<file path="config.mk">
export PLATFORM = sky130hd
export DESIGN_NAME = deq_out
export DESIGN_NICKNAME = d
export VERILOG_FILES = /design/src/deq_pkg.sv /design/src/deq_out.sv
export SDC_FILE = /design/constraint.sdc
export NUM_CORES = 1
export LEC_CHECK = 0
export BUFFER_PORTS_ARGS = -buffer_cell sky130_fd_sc_hd__clkbuf_2
export CAP_MARGIN = 20
export CELL_PAD_IN_SITES_DETAIL_PLACEMENT = 0
export CELL_PAD_IN_SITES_GLOBAL_PLACEMENT = 1
export CORE_MARGIN = 4
export CORE_UTILIZATION = 36
export DETAILED_ROUTE_END_ITERATION = 12
export GPL_ROUTABILITY_DRIVEN = 0
export GPL_TIMING_DRIVEN = 0
export PLACE_DENSITY = 0.84
export SYNTH_ARGS = -nofsm -noshare
export SYNTH_HDL_FRONTEND = slang
export SYNTH_SLANG_ARGS = --single-unit
</file>
<file path="constraint.sdc">
create_clock -name clock -period 1.61 [get_ports clock]
set_clock_uncertainty 0.05 [all_clocks]
set_input_delay 0.322 -clock clock [delete_from_list [all_inputs] [get_ports clock]]
set_output_delay 0.322 -clock clock [all_outputs]
set_load 0.05 [all_outputs]
</file>
<file path="src/deq_pkg.sv">
// Shared types and codes for the double-ended queue.
package deq_pkg;

   localparam int WORD_WIDTH  = 32;
   localparam int FUNC_WIDTH  = 3;
   localparam int COUNT_WIDTH = 11;

   localparam logic [FUNC_WIDTH-1:0] FUNC_PUSH_FRONT = 3'd0;
   localparam logic [FUNC_WIDTH-1:0] FUNC_PUSH_BACK  = 3'd1;
   localparam logic [FUNC_WIDTH-1:0] FUNC_POP_FRONT  = 3'd2;
   localparam logic [FUNC_WIDTH-1:0] FUNC_POP_BACK   = 3'd3;
   localparam logic [FUNC_WIDTH-1:0] FUNC_CLEAR      = 3'd4;

   localparam logic [1:0] STATUS_OK    = 2'd0;
   localparam logic [1:0] STATUS_EMPTY = 2'd1;
   localparam logic [1:0] STATUS_FULL  = 2'd2;

   typedef enum logic [1:0] {
      SRC_ZERO,
      SRC_MEM,
      SRC_PUSH
   } word_src_type;

   typedef enum logic [1:0] {
      POP_NONE,
      POP_FRONT,
      POP_BACK
   } pop_src_type;

   typedef struct packed {
      logic [FUNC_WIDTH-1:0]        func;
      logic signed [WORD_WIDTH-1:0] push_value;
   } req_type;

   typedef struct packed {
      logic signed [WORD_WIDTH-1:0] popped_value;
      logic [1:0]                   status;
      logic [COUNT_WIDTH-1:0]       count;
      logic signed [WORD_WIDTH-1:0] front_value;
      logic signed [WORD_WIDTH-1:0] back_value;
   } rsp_type;

   typedef struct packed {
      logic                         valid;
      logic [1:0]                   status;
      logic [COUNT_WIDTH-1:0]       count;
      word_src_type                 front_src;
      word_src_type                 back_src;
      pop_src_type                  pop_src;
      logic signed [WORD_WIDTH-1:0] push_value;
   } deq_stage_type;

endpackage

</file>
<file path="src/deq_out.sv">
// End word selection, popped word tracking and the result register.
module deq_out import deq_pkg::*; (
   input  logic                  clock,
   input  logic                  reset,
   input  deq_stage_type         stage,
   input  logic [WORD_WIDTH-1:0] rd_data_a,
   input  logic [WORD_WIDTH-1:0] rd_data_b,
   output logic                  rsp_strobe,
   output rsp_type               rsp_data
);

   logic [WORD_WIDTH-1:0] front_ff, front_in;
   logic [WORD_WIDTH-1:0] back_ff, back_in;
   logic [WORD_WIDTH-1:0] popped;
   rsp_type               rsp_ff, rsp_in;
   logic                  strobe_ff;

   always_comb begin
      unique case (stage.front_src)
         SRC_MEM:  front_in = rd_data_a;
         SRC_PUSH: front_in = stage.push_value;
         default:  front_in = '0;
      endcase

      unique case (stage.back_src)
         SRC_MEM:  back_in = rd_data_b;
         SRC_PUSH: back_in = stage.push_value;
         default:  back_in = '0;
      endcase

      unique case (stage.pop_src)
         POP_FRONT: popped = front_ff;
         POP_BACK:  popped = back_ff;
         default:   popped = '0;
      endcase

      rsp_in.popped_value = popped;
      rsp_in.status       = stage.status;
      rsp_in.count        = stage.count;
      rsp_in.front_value  = front_in;
      rsp_in.back_value   = back_in;
   end

   always_ff @(posedge clock) begin
      if (stage.valid) begin
         front_ff <= front_in;
         back_ff  <= back_in;
         rsp_ff   <= rsp_in;
      end
      if (reset) begin
         strobe_ff <= 1'b0;
      end else begin
         strobe_ff <= stage.valid;
      end
   end

   assign rsp_strobe = strobe_ff;
   assign rsp_data   = rsp_ff;

endmodule
</file>
== Word level (Yosys, flattened, before mapping) ==
Index checks and enable logic that the tools add are counted.
Widths: inputs -> output; s select.

* Equality and inequality tests: 6
* Muxes and demuxes: 3

{| class="wikitable"
|+ Operators with widths
! cell !! count
|-
| $pmux 32 s2 || 3
|-
| $eq 2x1->1 const B || 3
|-
| $eq 2x2->1 const B || 3
|}

* Register bits: 110
* Bits of input ports: 118
* Output and inout port bits: 110
* Word-level logic and storage cells: 15

== Depth between registers and ports, before layout ==
* Word-level depth: 2
* Mapped depth: 5

== Worst setup path after synthesis ==
No wires, ideal clock.

* Path type: in2reg
* Start: input stage[34] (netlist name)
* End: register rsp_ff (netlist bit rsp_data[10]), data pin
* Arrival: 1.006 ns
* Data required time: 1.294 ns
* Path slack: 0.288 ns
* Stages: 4
* Buffers on the path: 1
* Cell sequence: inv_1 > ha_1 > clkbuf_1 > nor2_1

* Cells in the longest elaborated chain, start to end: 2

{| class="wikitable"
|+ RTL lines
! item !! line !! source
|-
| start, declared || deq_out.sv:5 || <nowiki>input deq_stage_type stage,</nowiki>
|-
| $eq 2x2->1 / $eq 2x1->1 (equally long branches) || deq_out.sv:25 || <nowiki>unique case (stage.back_src)</nowiki>
|-
| $pmux 32 s2 * || deq_out.sv:25 ||
|-
| named net back_in[10] || deq_out.sv:13 || <nowiki>logic [WORD_WIDTH-1:0] back_ff, back_in;</nowiki>
|-
| end signal, assigned || deq_out.sv:48 || <nowiki>rsp_ff <= rsp_in;</nowiki>
|-
| end, declared || deq_out.sv:15 || <nowiki>rsp_type rsp_ff, rsp_in;</nowiki>
|}

Mark *: on every way through the listed nets, which the timed path passes. The rest lies on a longest branch.
A chain may end at the register's enable or synchronous reset.

== Final worst setup path ==
* Start: input stage[36] (netlist name)
* End: register rsp_ff (netlist bit rsp_data[45]), data pin

* Cells in the longest elaborated chain, start to end: 2

{| class="wikitable"
|+ RTL lines
! item !! line !! source
|-
| $eq 2x2->1 / $eq 2x1->1 (equally long branches) || deq_out.sv:19 || <nowiki>unique case (stage.front_src)</nowiki>
|-
| $pmux 32 s2 * || deq_out.sv:19 ||
|-
| named net front_in[13] || deq_out.sv:12 || <nowiki>logic [WORD_WIDTH-1:0] front_ff, front_in;</nowiki>
|}

Marked as above.

==> results.txt <==
Number of antenna diodes - 0
DRC Markers - 0
Pwr dens - 1130 nW/um2
HPWL Detailed - 10,600 um
Clock net sink count - 110
TritonCTS buffer count - 9
Avg Vias per Cell - 5.07
Root cell of the clock tree - clkbuf_16
Post-synth top area share - 68.7%
Normalized max-slew margin - 53.4%
GRT overflow - 0
Tcrit/Tclk final - 89.2%
Cell row count - 41
Crit path capture type - flip-flop
Initial antenna violation count - 0
Outcome - completed
Nets - 705
Post-route setup slack - 174 ps
Syn Area/Cell - 13.9 um2
Synth warn - 0
Most common cell after layout, fill and taps aside - clkbuf_2
Routed wl met3 - 1330 um
Setup_tns - 0 ps
First-pass GRT wire length - 20,700 um
DIE HEIGHT - 123 um
Minimum clock period - 1440 ps
Worst-Margin Slew - 699 ps
Wire per inst - 18.9 um
Largest net degree at the start of global routing - 63
Maximum clock rate - 0.696 GHz
Number of global-route vias before repair - 3,851
Final number of hold-violating endpoints - 0
Worst hold path stage count - 2
Final Max Tran Viols - 0
Hold EP - rsp_strobe
Worst Setup Path Type - input pin to flip-flop
Tot GR Track Use - 18.3%
Setup crit start kind - input pin
H-Tree Depth - 3
Leading area contributor after synthesis - edfxtp_1
DR WL met2 - 7170 um
Initial Util - 37.3%
Cells after Synth - 342
Worst reg2reg path startpoint - rsp_data[23]
FF-to-FF End - rsp_data[100]
Post-layout util - 50.2%
Critical path fanouts, max - 10
Area Growth Syn to Fin - 34.7%
HP Start - reset
#FFs+latches synth - 110
Pre-antenna DRT Iters - 5
Register area share after synthesis - 69.2%
Initial drt markers - 406
Post-Route WL - 14,300 um
Met1 WL - 5570 um
Post-CTS Resized - 0
Min-Delay Path Class - input pin to flip-flop
Syn Nets - 466
Max Used Layer - met4
CTS Buffer Depth - 2
Cells on worst reg2reg path - 2
Setup Viol. Count Final - 0
Area contributors post-synth - edfxtp_1 69%, a22oi_1 13%, nor2_1 6.8%
Die footprint - 15,100 um2
Commonest cells after routing, fill and taps aside - 226 x clkbuf_2, 109 x edfxtp_1, 86 x nor2_1
Place WS - -182 ps
Vias post-DR - 3,846
I/O pin cnt - 228
WP data arrival - 1450 ps
Mapped cell area - 4760 um2
Worst EP required - 1630 ps
Setup slack, reg-to-reg - 620 ps
Peak supply drop - 0.425 mV
Cell leakage power - 2.74 nW
Distinct cells, synth - 13
Clock transition at path regs - 70 ps
Core Area - 12,800 um2
Fillers - 1,159
Max Cap Viol - 0
Die W - 123 um
RSZ-0062 raised after global routing - no
Hold_buf cts - 0
Detail Route Antenna Nets - 0
Share of layout cells above drive strength 1 - 48.0%
Port Buffers - 227
Post-CTS setup repair buffer count - 0
CTS tree - done
Final Total Pwr - 7.24 mW
Clk Latency, worst-skew pair - 350 ps
cell type report:
cell class | count | area, um2 | share of cell area [%]
Clock buffer | 15 | 268 | 4.17
Timing Repair Buffer | 228 | 1170 | 18.2
Sequential cell | 110 | 3290 | 51.3
Clock inverter | 1 | 5.00 | 0.0780
Multi-Input combinational cell | 199 | 1240 | 19.4
Inverter | 6 | 22.5 | 0.351
Buffer | 27 | 204 | 3.18
Tap cell | 172 | 215 | 3.35
power by group:
group	leakage, nW	internal, mW	switching (mW)
Combinational	1.52	0.415	1.23
Clock	0.134	1.14	0.959
Sequential	1.09	3.40	0.104
critical path, cell delays in order:
cell and delay (ps):
clkbuf_2 90, inv_1 40, ha_1 380, clkbuf_1 490, nor2_1 130
how the worst max path moves through the flow:
stage | start | endpoint | slack (ps) | cells past startpoint
after floorplan | stage[34] | rsp_data[10] | 290 | 4
after global placement | stage[51] | rsp_data[41] | -1140 | 1
after detailed placement | stage[36] | rsp_data[45] | -180 | 5
after CTS | rsp_data[44] | rsp_data[44] | 180 | 1
after global routing | stage[36] | rsp_data[38] | 100 | 5
final | stage[36] | rsp_data[45] | 170 | 5
synthesized netlist by cell type, drive strengths merged:
master    n
a22oi    96
buf      20
nor2     96
edfxtp  109
ha        6
inv       6
dfxtp     1
clkbuf    7
nor2b     1
sequential cells by signal, summed over array words and instances (netlist names):
name,flops
rsp_data,109
rsp_strobe,1
layer usage:
metal / track usage, % / vias to the layer above
met5: 0 / -
met4: 7.06 / 0
met3: 4.53 / 18
met2: 31.2 / 194
met1: 22.4 / 1847
li1: - / 1787
logic make-up (layout without fill, tap and decap cells):
group,count (synthesis),in the layout,synth area share (%)
buffers and inverters,33,277,4.76
AOI/OAI and AO/OA,96,96,16.3
DFF,110,110,69.2
adders and majority gates,6,6,1.58
and+or+nand+nor,97,97,8.22
through the flow:
step | instance area [um2] | hold slack [ps] | instances
after floorplan | 4760 | 344 | 342
after global placement | 6110 | 430 | 741
after detailed placement | 6140 | 433 | 742
after CTS | 6420 | 60.7 | 758
after global routing | 6420 | 70.8 | 758
final | 6420 | 81.0 | 758
(Power assumes the default switching activity.)
