`src/deq_pkg.sv`:
```
// Shared types and codes for the double-ended queue.
package deq_pkg;

   localparam int WORD_WIDTH  = 32;
   localparam int FUNC_WIDTH  = 3;
   localparam int COUNT_WIDTH = 11;

   localparam logic [FUNC_WIDTH-1:0] FUNC_PUSH_FRONT = 3'd0;
   localparam logic [FUNC_WIDTH-1:0] FUNC_PUSH_BACK  = 3'd1;
   localparam logic [FUNC_WIDTH-1:0] FUNC_POP_FRONT  = 3'd2;
   localparam logic [FUNC_WIDTH-1:0] FUNC_POP_BACK   = 3'd3;
   localparam logic [FUNC_WIDTH-1:0] FUNC_CLEAR      = 3'd4;

   localparam logic [1:0] STATUS_OK    = 2'd0;
   localparam logic [1:0] STATUS_EMPTY = 2'd1;
   localparam logic [1:0] STATUS_FULL  = 2'd2;

   typedef enum logic [1:0] {
      SRC_ZERO,
      SRC_MEM,
      SRC_PUSH
   } word_src_type;

   typedef enum logic [1:0] {
      POP_NONE,
      POP_FRONT,
      POP_BACK
   } pop_src_type;

   typedef struct packed {
      logic [FUNC_WIDTH-1:0]        func;
      logic signed [WORD_WIDTH-1:0] push_value;
   } req_type;

   typedef struct packed {
      logic signed [WORD_WIDTH-1:0] popped_value;
      logic [1:0]                   status;
      logic [COUNT_WIDTH-1:0]       count;
      logic signed [WORD_WIDTH-1:0] front_value;
      logic signed [WORD_WIDTH-1:0] back_value;
   } rsp_type;

   typedef struct packed {
      logic                         valid;
      logic [1:0]                   status;
      logic [COUNT_WIDTH-1:0]       count;
      word_src_type                 front_src;
      word_src_type                 back_src;
      pop_src_type                  pop_src;
      logic signed [WORD_WIDTH-1:0] push_value;
   } deq_stage_type;

endpackage

```
`src/deq_ptr.sv`:
```
// Head, tail and count update, store write and read addressing.
module deq_ptr import deq_pkg::*; #(
   parameter int CAPACITY = 1024
) (
   input  logic                        clock,
   input  logic                        reset,
   input  logic                        op_valid,
   input  req_type                     op,
   output logic                        wr_en,
   output logic [$clog2(CAPACITY)-1:0] wr_addr,
   output logic [WORD_WIDTH-1:0]       wr_data,
   output logic [$clog2(CAPACITY)-1:0] rd_addr_a,
   output logic [$clog2(CAPACITY)-1:0] rd_addr_b,
   output deq_stage_type               stage
);

   localparam int IDX_W = $clog2(CAPACITY);
   localparam int CNT_W = $clog2(CAPACITY + 1);
   localparam logic [IDX_W-1:0] LAST_IDX = IDX_W'(CAPACITY - 1);
   localparam logic [CNT_W-1:0] FULL_CNT = CNT_W'(CAPACITY);
   localparam logic [CNT_W-1:0] ONE_CNT  = CNT_W'(1);

   logic [IDX_W-1:0] head_ff, head_in;
   logic [IDX_W-1:0] tail_ff, tail_in;
   logic [CNT_W-1:0] count_ff, count_in;
   logic [IDX_W-1:0] head_dec, head_inc, tail_dec, tail_inc;
   logic             empty, full;
   deq_stage_type    stage_ff, stage_in;

   always_comb begin
      head_dec = (head_ff == '0) ? LAST_IDX : head_ff - IDX_W'(1);
      head_inc = (head_ff == LAST_IDX) ? '0 : head_ff + IDX_W'(1);
      tail_dec = (tail_ff == '0) ? LAST_IDX : tail_ff - IDX_W'(1);
      tail_inc = (tail_ff == LAST_IDX) ? '0 : tail_ff + IDX_W'(1);
      empty    = (count_ff == '0);
      full     = (count_ff == FULL_CNT);

      head_in  = head_ff;
      tail_in  = tail_ff;
      count_in = count_ff;
      wr_en    = 1'b0;
      wr_addr  = tail_ff;
      wr_data  = op.push_value;
      stage_in = '0;
      stage_in.valid      = op_valid;
      stage_in.status     = STATUS_OK;
      stage_in.pop_src    = POP_NONE;
      stage_in.push_value = op.push_value;

      if (op_valid) begin
         unique case (op.func)
            FUNC_PUSH_FRONT: begin
               if (full) begin
                  stage_in.status = STATUS_FULL;
               end else begin
                  head_in  = head_dec;
                  wr_en    = 1'b1;
                  wr_addr  = head_dec;
                  count_in = count_ff + ONE_CNT;
               end
            end
            FUNC_PUSH_BACK: begin
               if (full) begin
                  stage_in.status = STATUS_FULL;
               end else begin
                  tail_in  = tail_inc;
                  wr_en    = 1'b1;
                  wr_addr  = tail_ff;
                  count_in = count_ff + ONE_CNT;
               end
            end
            FUNC_POP_FRONT: begin
               if (empty) begin
                  stage_in.status = STATUS_EMPTY;
               end else begin
                  head_in          = head_inc;
                  count_in         = count_ff - ONE_CNT;
                  stage_in.pop_src = POP_FRONT;
               end
            end
            FUNC_POP_BACK: begin
               if (empty) begin
                  stage_in.status = STATUS_EMPTY;
               end else begin
                  tail_in          = tail_dec;
                  count_in         = count_ff - ONE_CNT;
                  stage_in.pop_src = POP_BACK;
               end
            end
            FUNC_CLEAR: begin
               head_in  = '0;
               tail_in  = '0;
               count_in = '0;
            end
            default: begin
            end
         endcase
      end

      rd_addr_a = head_in;
      rd_addr_b = (tail_in == '0) ? LAST_IDX : tail_in - IDX_W'(1);

      stage_in.count = COUNT_WIDTH'(count_in);

      if (count_in == '0) begin
         stage_in.front_src = SRC_ZERO;
      end else if (wr_en && (op.func == FUNC_PUSH_FRONT || count_in == ONE_CNT)) begin
         stage_in.front_src = SRC_PUSH;
      end else begin
         stage_in.front_src = SRC_MEM;
      end

      if (count_in == '0) begin
         stage_in.back_src = SRC_ZERO;
      end else if (wr_en && (op.func == FUNC_PUSH_BACK || count_in == ONE_CNT)) begin
         stage_in.back_src = SRC_PUSH;
      end else begin
         stage_in.back_src = SRC_MEM;
      end
   end

   always_ff @(posedge clock) begin
      if (reset) begin
         head_ff        <= '0;
         tail_ff        <= '0;
         count_ff       <= '0;
         stage_ff.valid <= 1'b0;
      end else begin
         head_ff  <= head_in;
         tail_ff  <= tail_in;
         count_ff <= count_in;
         stage_ff <= stage_in;
      end
   end

   assign stage = stage_ff;

endmodule

```
`config.mk`:
```
export PLATFORM = sky130hd
export DESIGN_NAME = deq_ptr
export DESIGN_NICKNAME = d
export VERILOG_FILES = /design/src/deq_pkg.sv /design/src/deq_ptr.sv
export SDC_FILE = /design/constraint.sdc
export NUM_CORES = 1
export LEC_CHECK = 0
export ABC_AREA = 0
export BUFFER_PORTS_ARGS = -buffer_cell sky130_fd_sc_hd__buf_4
export CORE_MARGIN = 2
export CORE_UTILIZATION = 40
export DETAILED_ROUTE_END_ITERATION = 8
export GPL_TIMING_DRIVEN = 1
export SLEW_MARGIN = 20
export SYNTH_ARGS = -nofsm -noshare
export SYNTH_HDL_FRONTEND = slang
export SYNTH_SLANG_ARGS = --single-unit
```
`constraint.sdc`:
```
create_clock -name clock -period 10.6 [get_ports clock]
set_clock_uncertainty 0.1 [all_clocks]
set_input_delay 1.06 -clock clock [delete_from_list [all_inputs] [get_ports clock]]
set_output_delay 1.06 -clock clock [all_outputs]
set_load 0.005 [all_outputs]
```
* Yosys cells after proc, flatten, opt, wreduce, memory -nomap -nowiden
Index checks and enable logic that the tools add are counted.
** Cells by class
- $add $sub $neg :: 7
- Multipliers :: 0
- Divide/modulo/power cells :: 0
- Magnitude comparators :: 0
- Equality and inequality tests :: 8
- Shift operators :: 0
- Muxes and demuxes :: 31
- Bitwise logic cells :: 0
- Reduce and logical (&&, ||, !) cells :: 12
** Operator list (count)
- two-way mux 10 bit :: 14
- one-hot mux 10 bit (3 select lines) :: 2
- two-way mux 11 bit :: 3
- one-hot mux 11 bit (3 select lines) :: 1
- zero test 10 bit :: 3
- subtractor 10 x 1 -> 10 bit, second input constant :: 3
- zero test 11 bit :: 2
- adder 10 x 1 -> 10 bit, second input constant :: 2
- == test 10 bit, second input constant :: 2
- adder 11 x 1 -> 11 bit, second input constant :: 1
- == test 11 x 1 -> 1 bit, second input constant :: 1
- == test 11 bit, second input constant :: 1
- subtractor 11 x 1 -> 11 bit, second input constant :: 1
- two-way mux 2 bit :: 4
- one-hot mux 2 bit (2 select lines) :: 2
- == test 3 x 2 -> 1 bit, second input constant :: 2
- two-way mux 1 bit :: 5
- OR reduction 2 bit :: 2
- == test 3 x 1 -> 1 bit, second input constant :: 1
- == test 3 bit, second input constant :: 1
- zero test 3 bit :: 1
- logical AND 1 bit :: 2
- logical OR 1 bit :: 2
** Storage, ports and cells
- Bits in registers :: 83
- Bits in latches :: 0
- RAM bits :: 0
- ROM bits :: 0
- Input bits :: 38
- Output and inout bits :: 115
- Word-level logic and storage cells :: 68
- Memories :: 0

* Logic depth before layout (Yosys ltp)
Gate-level depths: netlist of run 1.
- Word-level depth :: 8
- Gate-level depth with buffers :: 14
- Depth with buffers taken out :: 11

* Least setup slack after synthesis of run 1
No wires, ideal clock.
- Kind :: input to output
- Start point :: input op[32] in the netlist's numbering
- End point :: output rd_addr_b[6]
- Arrival :: 3062 ps
- Data required time :: 9440 ps
- Path slack :: 6378 ps
- Cell stages on the path :: 10
- Path buffers :: 1
- Cells stage by stage :: clkbuf_1 > nor3b_1 > o21ai_1 > or3_1 > o22ai_1 > ha_1 > inv_1 > nor3_1 > xnor2_1 > nand2_1
** Between the ends
- Word-level cells in the longest chain between the ends :: 5
- Elaborated cells between the ends (all ways) :: 8
- Classes of those cells :: 1 x add/sub; 3 x eq/ne; 3 x mux; 1 x reduce/logical
** RTL lines
- start: declaration :: line deq_ptr.sv:8 : input req_type op,
- == test 3 bit (tied with other cells) :: line deq_ptr.sv:51 : unique case (op.func)
- one-hot mux 10 bit (3 select lines) (*) :: line deq_ptr.sv:51
- two-way mux 10 bit (*) :: line deq_ptr.sv:50 : if (op_valid) begin
- subtractor 10 x 1 -> 10 bit / zero test 10 bit (equally long branches) :: line deq_ptr.sv:101 : rd_addr_b = (tail_in == '0) ? LAST_IDX : tail_in - IDX_W'(1);
- two-way mux 10 bit (*) :: line deq_ptr.sv:101
- end: declaration :: line deq_ptr.sv:13 : output logic [$clog2(CAPACITY)-1:0] rd_addr_b,
Mark *: on every way between the ends. The rest lies on a longest branch, timed or not.

* Worst setup path in the final report of run 1
- Start point :: register count_ff[1]
- End point :: output rd_addr_b[6]
** Between the ends
- Word-level cells in the longest chain between the ends :: 6
- Elaborated cells between the ends (all ways) :: 9
- Classes of those cells :: 1 x add/sub; 1 x eq/ne; 5 x mux; 2 x reduce/logical
** RTL lines
- start: declaration :: line deq_ptr.sv:25 : logic [CNT_W-1:0] count_ff, count_in;
- start signal: assignment :: line deq_ptr.sv:131 : count_ff <= count_in;
- == test 11 bit / zero test 11 bit (equally long branches) :: line deq_ptr.sv:36, deq_ptr.sv:35
- two-way mux 10 bit (on tied branches) :: line deq_ptr.sv:63, deq_ptr.sv:82
- one-hot mux 10 bit (3 select lines) (*) :: line deq_ptr.sv:51
- two-way mux 10 bit (*) :: line deq_ptr.sv:50
- subtractor 10 x 1 -> 10 bit / zero test 10 bit (equally long branches) :: line deq_ptr.sv:101
- two-way mux 10 bit (*) :: line deq_ptr.sv:101
Marks and branches as above.

==> results of run 1 <==
flip-flops by register name, indices dropped and copies added (netlist names):
signal and cells:
count_ff 11, stage 52, head_ff 10, tail_ff 10
layout by cell type, fill, tap and decap left out, types with 10 or more instances in the layout:
| cell type | netlist | layout |
|---|---|---|
| a21oi_1 | 26 | 26 |
| or3_1 | 10 | 10 |
| buf_4 | 32 | 155 |
| nand3_1 | 21 | 20 |
| nand2_1 | 67 | 67 |
| nor2_1 | 48 | 48 |
| o21ai_0 | 28 | 28 |
| o211ai_1 | 10 | 10 |
| edfxtp_1 | 51 | 51 |
| a31oi_1 | 14 | 14 |
| nand4_1 | 13 | 13 |
| inv_1 | 18 | 17 |
| nor4_1 | 11 | 11 |
| dfxtp_1 | 32 | 32 |
| and2_1 | 20 | 20 |
| nor3_1 | 18 | 18 |
worst max-delay path by stage:
stage | to | cells past startpoint
after floorplan | rd_addr_b[6] | 10
after global placement | rd_addr_b[6] | 12
after detailed placement | rd_addr_b[6] | 12
after CTS | rd_addr_b[6] | 12
after global routing | rd_addr_b[6] | 12
final | rd_addr_b[6] | 12
cell type report:
type                            count  area [um2]
Tap cell                          180         225
Clock inverter                      6        73.8
Inverter                           18        67.6
Sequential cell                    83        2170
Fill cell                        1316        6920
Timing Repair Buffer              155        1160
Clock buffer                       10         229
Multi-Input combinational cell    453        2870
report_power, final:
group | internal (mW) | switching [mW]
combinational | 0.101 | 0.127
clock | 0.186 | 0.138
sequential | 0.365 | 0.0142
total | 0.652 | 0.279
cell families after synthesis:
group | count (synthesis)
buf+inv | 98
mux | 6
flops | 83
compound gates | 152
simple gates | 273
fa+ha+maj | 9
xor+xnor | 13
worst register-to-register path, stage by stage (launching register included):
cell	delay, ns
dfxtp_1	0.38
inv_1	0.10
ha_1	0.20
or3b_2	0.59
nor3_4	0.63
nor2_2	0.09
a222oi_1	0.52
nand4b_1	0.25
nor4_2	0.54
o21a_1	0.22
a21oi_1	0.05
routing by layer:
| layer | up-vias | share of wire, % |
|---|---|---|
| met5 | - | 0 |
| met4 | 0 | 2.3 |
| met3 | 25 | 6.7 |
| met2 | 243 | 47 |
| met1 | 2488 | 44 |
| li1 | 2509 | - |
==> results.md, run 1 <==
* Status: complete, no violations
* PnR Total Power at 0.930 mW
* Hold Worst Slack at 0.546 ns
* Nets at 767
* Unique cell type count in the Yosys netlist at 81
* DR iter-0 viols at 439
* R2r endpoint: stage[34]
* Number of synthesized register bits at slightly above 80
* Slew Limit Fails at 0
* Root Buffer: clkbuf_16
* Delay-heaviest family, CP: simple AND/OR/NAND/NOR gates
* WP data required at 9.44 ns
* Fin worst setup slack at between 5 and 6 ns
* FMAX at roughly 0.19 GHz
* Met3 usage at between 4 and 5%
* Worst-path fanout max at 27
* Die Y at between 100 and 150 um
* Met2 Track Usage GR at 35.9%
* Tot GR Track Use at 22.3%
* DIE AREA at 14800 um2
* Critical Path Start Type: register
* Total Wirelength at approximately 17000 um
* RSZ-0062 raised after global routing: false
* Hold depth at 2
* Peak VDD IR at 0.0742 mV
* CP Cell Sequence: inv_1 > ha_1 > nor3b_2 > nand3_2 > a32o_1 > o22ai_1 > ha_1 > inv_1 > nor3_1 > xnor2_1 > nand2_1 > buf_4
* Placeable Area at 13700 um2
* Final Cell Area at 6800 um2
* Proportion of synthesized area in mux cells at 1.13%
* Leakage at 2.79 nW
* Fin cells at 905
* First-pass GRT wire length at 25600 um
* EDFF count, synth at 51
* Pre-CTS setup slack at 5.45 ns
* WHS Endpoint: head_ff[5]
* GR met1 Demand/Resource at 29.3%
* Setup bufs post-CTS at 0
* Post-Syn Instances at 634
* Final ANT Viol Nets at 0
* Drt first pass iters at 5
* FF-to-FF Start: count_ff[1]
* Reg clk slew, reported paths at 0.07 ns
* Placed Area at 6490 um2
* Busiest layer in global routing: met2
* Synth top cells by count: nand2_1, edfxtp_1, nor2_1, clkbuf_1
* Finished Core Util at between 40% and 50%
* Critical Path Max Stage Delay at around 0.62 ns
* Fraction of the mapped netlist area in adder cells at between 2 and 2.5%
* DRC at 0
* Setup TNS at 0 ns
* Antenna diode count at 0
* Starting Density at 40.4%
* Synth area leader: edfxtp_1
* Avg Inst Size Synth at 8.75 um2
* Synth top area cells: edfxtp_1, dfxtp_1, nand2_1
* Dpl hpwl at 12000 um
* Post_cts resized at 0
* Main combinational cell family by area after synthesis: simple AND/OR/NAND/NOR gates
* TritonCTS buffer count at 9
* Reg-to-reg setup timing slack at 6.65 ns
* I/O Buffers at 152
* Placed instance count at between 800 and 900
* Fin crit period at around 5.2 ns
* Highest-delay cell along the critical path: nand3_2
* CP Launch Point: count_ff[1]
* Synth Area in Simple Gates at 27.3%
* Slew margin rel. at between 30% and 40%
* Area growth from synthesis to layout at 22.6%
* Hold Buf Count CTS at 0
* Cell Rows at 43
* Routed WL per cell at 18.4 um
* Worst min path class: register to register
* GP Congestion at 0.898
* Max H-tree Level at 3
* Synth Flop Type: edfxtp_1
* Largest net degree at the start of global routing at 47
* Worst Path Arrival at 4.07 ns
* Setup crit end kind: output port
* Vias in the first global route at ~4800
* I/O Pins at 153
* Post-Synth XOR/XNOR Area at 2.05%
* Initial antenna violation count at 0
* Max Cap Violations at 0
* TritonCTS clock tree: yes
* Worst R2R Path Depth at 10
* Synth Net Count at a little under 700
* Mapped cell area at 5550 um2
* Layout cell share with drive strength beyond 1 at 27.6%
* Final hold violations at 0
* Buffer and inverter count on the worst path at 3
* Top-area cell type share of the netlist area at 27.6%
* Vias at 5265
* Final Cycle Share at 49.4%
* Hold path start: head_ff[5]
* Grt ovf at 0
* Actual slew at the worst max-slew pin at 1.02 ns
* CTS sink count at 83
* CTS max path bufs at 2
* Power Dens Cells at 137 nW/um2
* Synth Area in Compound Gates at 19.0%
* Critical path type: register to output port
* Vias per std cell at about 5.8
* YS warnings at 0
* Post-synthesis async set-or-reset flop share at 0%
* Clk Latency, worst-skew pair at ~0.35 ns
* Final setup violation count at 0
* Sequential fraction of the synthesis area at 39.2%
* Die width at 122 um
* Most numerous cell in the Yosys netlist: nand2_1
Note: power is estimated with default switching activity, not from simulation.
==> run 2, diff against run 1 <==
Settings changed: PLACE_DENSITY set to 0.66.
Clock period 10.6 ns to 4.6 ns, I/O delays scaled along.
==> results.md, run 2 (same netlist as run 1, synthesis figures left out) <==
* FF-to-FF Start: count_ff[1]
* Worst min path class: input port to register
* I/O Pins at 153 (unchanged)
* Slew Limit Fails at 0 (unchanged)
* Setup crit end kind: output port
* Setup bufs post-CTS at 0 (unchanged)
* Peak VDD IR at 0.188 mV (+150%)
* Pre-CTS setup slack at 0.688 ns (-4.76 ns)
* Grt ovf at 0 (unchanged)
* CTS max path bufs at 2 (unchanged)
* DRC at 0 (unchanged)
* WP data required at 4.04 ns (-5.40 ns)
* CP Cell Sequence: inv_1 > ha_1 > or3b_2 > nor3_4 > buf_4 > nor3_1 > xor2_1 > a211oi_1 > and3_1 > nand2_1 > nand2b_1 > buf_4
* Status: complete, no violations
* Placeable Area at 13700 um2 (unchanged)
* Clk Latency, worst-skew pair at 0.35 ns (about the same)
* FILL cells at 1336 (+1.5%)
* I/O Buffers at 152 (unchanged)
* Largest net degree at the start of global routing at 38 (-19%)
* Net switching power at 0.659 mW (+140%)
* Area growth from synthesis to layout at 24.2%
* Share of power burned in registers at 39.0% (-1.8 points)
* Critical Path Max Stage Delay at 0.61 ns (about the same)
* Nets at 775 (+1.0%)
* Setup TNS at 0 ns (unchanged)
* Critical path destination: rd_addr_b[0]
* Int Pwr at 1.57 mW (+140%)
* Initial antenna violation count at 1 (+1)
* DIE AREA at 14800 um2 (unchanged)
* Net Sw Frac at 29.6% (-0.41 points)
* Final ANT Viol Nets at 0 (unchanged)
* R2r endpoint: stage[34]
* Max Cap Violations at 0 (unchanged)
* Highest-delay cell along the critical path: a211oi_1
* CP Launch Point: count_ff[1]
* Drt first pass iters at 5 (unchanged)
* Commonest non-fill, non-tap cell in the layout: buf_4
* Final Cell Area at 6890 um2 (+1.3%)
* Reg clk slew, reported paths at 0.07 ns (about the same)
* Placed Area at 6550 um2 (+0.92%)
* Post_cts resized at 0 (unchanged)
* Buffer and inverter count on the worst path at 3 (unchanged)
* Total Wirelength at 16900 um (+1.1%)
* Critical path type: register to output port
* Clock share of power at 36.5% (+1.8 points)
* Vias in the first global route at 4805 (+0.57%)
* Die Y at 122 um (unchanged)
* Footprint of the multi-input gates at 2870 um2 (about the same)
* Vias per std cell at 5.87 (+0.86%)
* Register area at 2170 um2 (unchanged)
* Delay-heaviest family, CP: simple AND/OR/NAND/NOR gates
* Most frequent cells in the layout: buf_4, nand2_1, edfxtp_1, nor2_1, dfxtp_1
* Layout cell share with drive strength beyond 1 at 28.4% (+0.79 points)
* Starting Density at 40.4% (unchanged)
* Antenna diode count at 0 (unchanged)
* Slew margin rel. at 39.0% (+7.4 points)
* CTS sink count at 83 (unchanged)
* RSZ-0062 raised after global routing: false
* TritonCTS buffer count at 9 (unchanged)
* Leakage at 2.84 nW (+2.0%)
* Final hold violations at 0 (unchanged)
* GP Congestion at 0.951 (+6.0%)
* Cell Rows at 43 (unchanged)
* Actual slew at the worst max-slew pin at 0.913 ns (-0.111 ns)
* Hold Buf Count CTS at 0 (unchanged)
* Power Dens Cells at 324 nW/um2 (+140%)
* DR iter-0 viols at 460 (+4.8%)
* Routed WL per cell at 18.5 um (+0.20%)
* Worst-path fanout max at 9 (-67%)
* Final setup violation count at 0 (unchanged)
* Tot GR Track Use at 22.1% (-0.21 points)
* Critical Path Start Type: register
* FMAX at between 0.2 and 0.25 GHz
* Stages on the worst setup path at 12 (unchanged)
* Final Cycle Share at between 90% and 100%
* Root Buffer: clkbuf_16
* TritonCTS clock tree: yes
* Max FFs per register at 52 (unchanged)
* Fin worst setup slack at 0.268 ns (-5.10 ns)
* Die width at 122 um (unchanged)
* Worst Path Arrival at 3.77 ns (-0.30 ns)
* Reg-to-reg setup timing slack at 0.90 ns (-5.75 ns)
* Worst R2R Path Depth at 10 (unchanged)
* Worst path most repeated cell: buf_4
* Fin crit period at 4.33 ns
* First-pass GRT wire length at 25500 um (-0.59%)
* Vias at 5357 (+1.7%)
* Combinational share of power at 24.5% (about the same)
* Dpl hpwl at 12100 um (+0.93%)
* Max H-tree Level at 3 (unchanged)
[run 2: metal layers]
| layer | part of all wire, % | vias to the layer above | track usage (%) |
|---|---|---|---|
| met5 | 0 | - | 0 |
| met4 | 2.2 | 0 | 8.41 |
| li1 | - | 2528 | - |
| met3 | 7.2 | 37 | 3.09 |
| met1 | 43 | 2503 | 29.3 |
| met2 | 47 | 289 | 36.5 |
[run 2: cell type report]
type | count | area share [%]
multi-input cells | 453 | 41.7
clock inverters | 7 | 1.53
flip-flops and latches | 83 | 31.5
clock buffers | 9 | 3.27
inverters | 18 | 0.981
well taps | 180 | 3.27
repair buffers | 163 | 17.8
[run 2: power by group through the flow]
stage / Combinational [mW] / Clock, mW / Sequential, mW
final: 0.546 / 0.814 / 0.870
after global routing: 0.592 / 0.859 / 0.874
after CTS: 0.542 / 0.826 / 0.869
after detailed placement: 0.539 / 0 / 0.886
after global placement: 0.536 / 0 / 0.884
after floorplan: 0.334 / 0 / 0.881
[run 2: how the worst min path moves through the flow]
stage                            end  cells past startpoint  startpoint
after detailed placement    stage[4]                      1       op[4]
after global routing        stage[8]                      1       op[8]
after global placement    head_ff[3]                      2  head_ff[3]
after CTS                  stage[29]                      1      op[29]
final                      stage[29]                      1      op[29]
after floorplan             stage[0]                      0       op[0]
[run 2: metrics by stage]
stage          util (%)  power [mW]  cells  hold WS, ns
6_report           50.2        2.23    913        0.197
5_1_grt            50.2        2.33    913        0.179
4_1_cts            50.2        2.24    913        0.186
3_5_place_dp       47.8        1.43    897        0.550
3_3_place_gp       47.8        1.42    897        0.537
2_1_floorplan         -        1.21    634        0.459
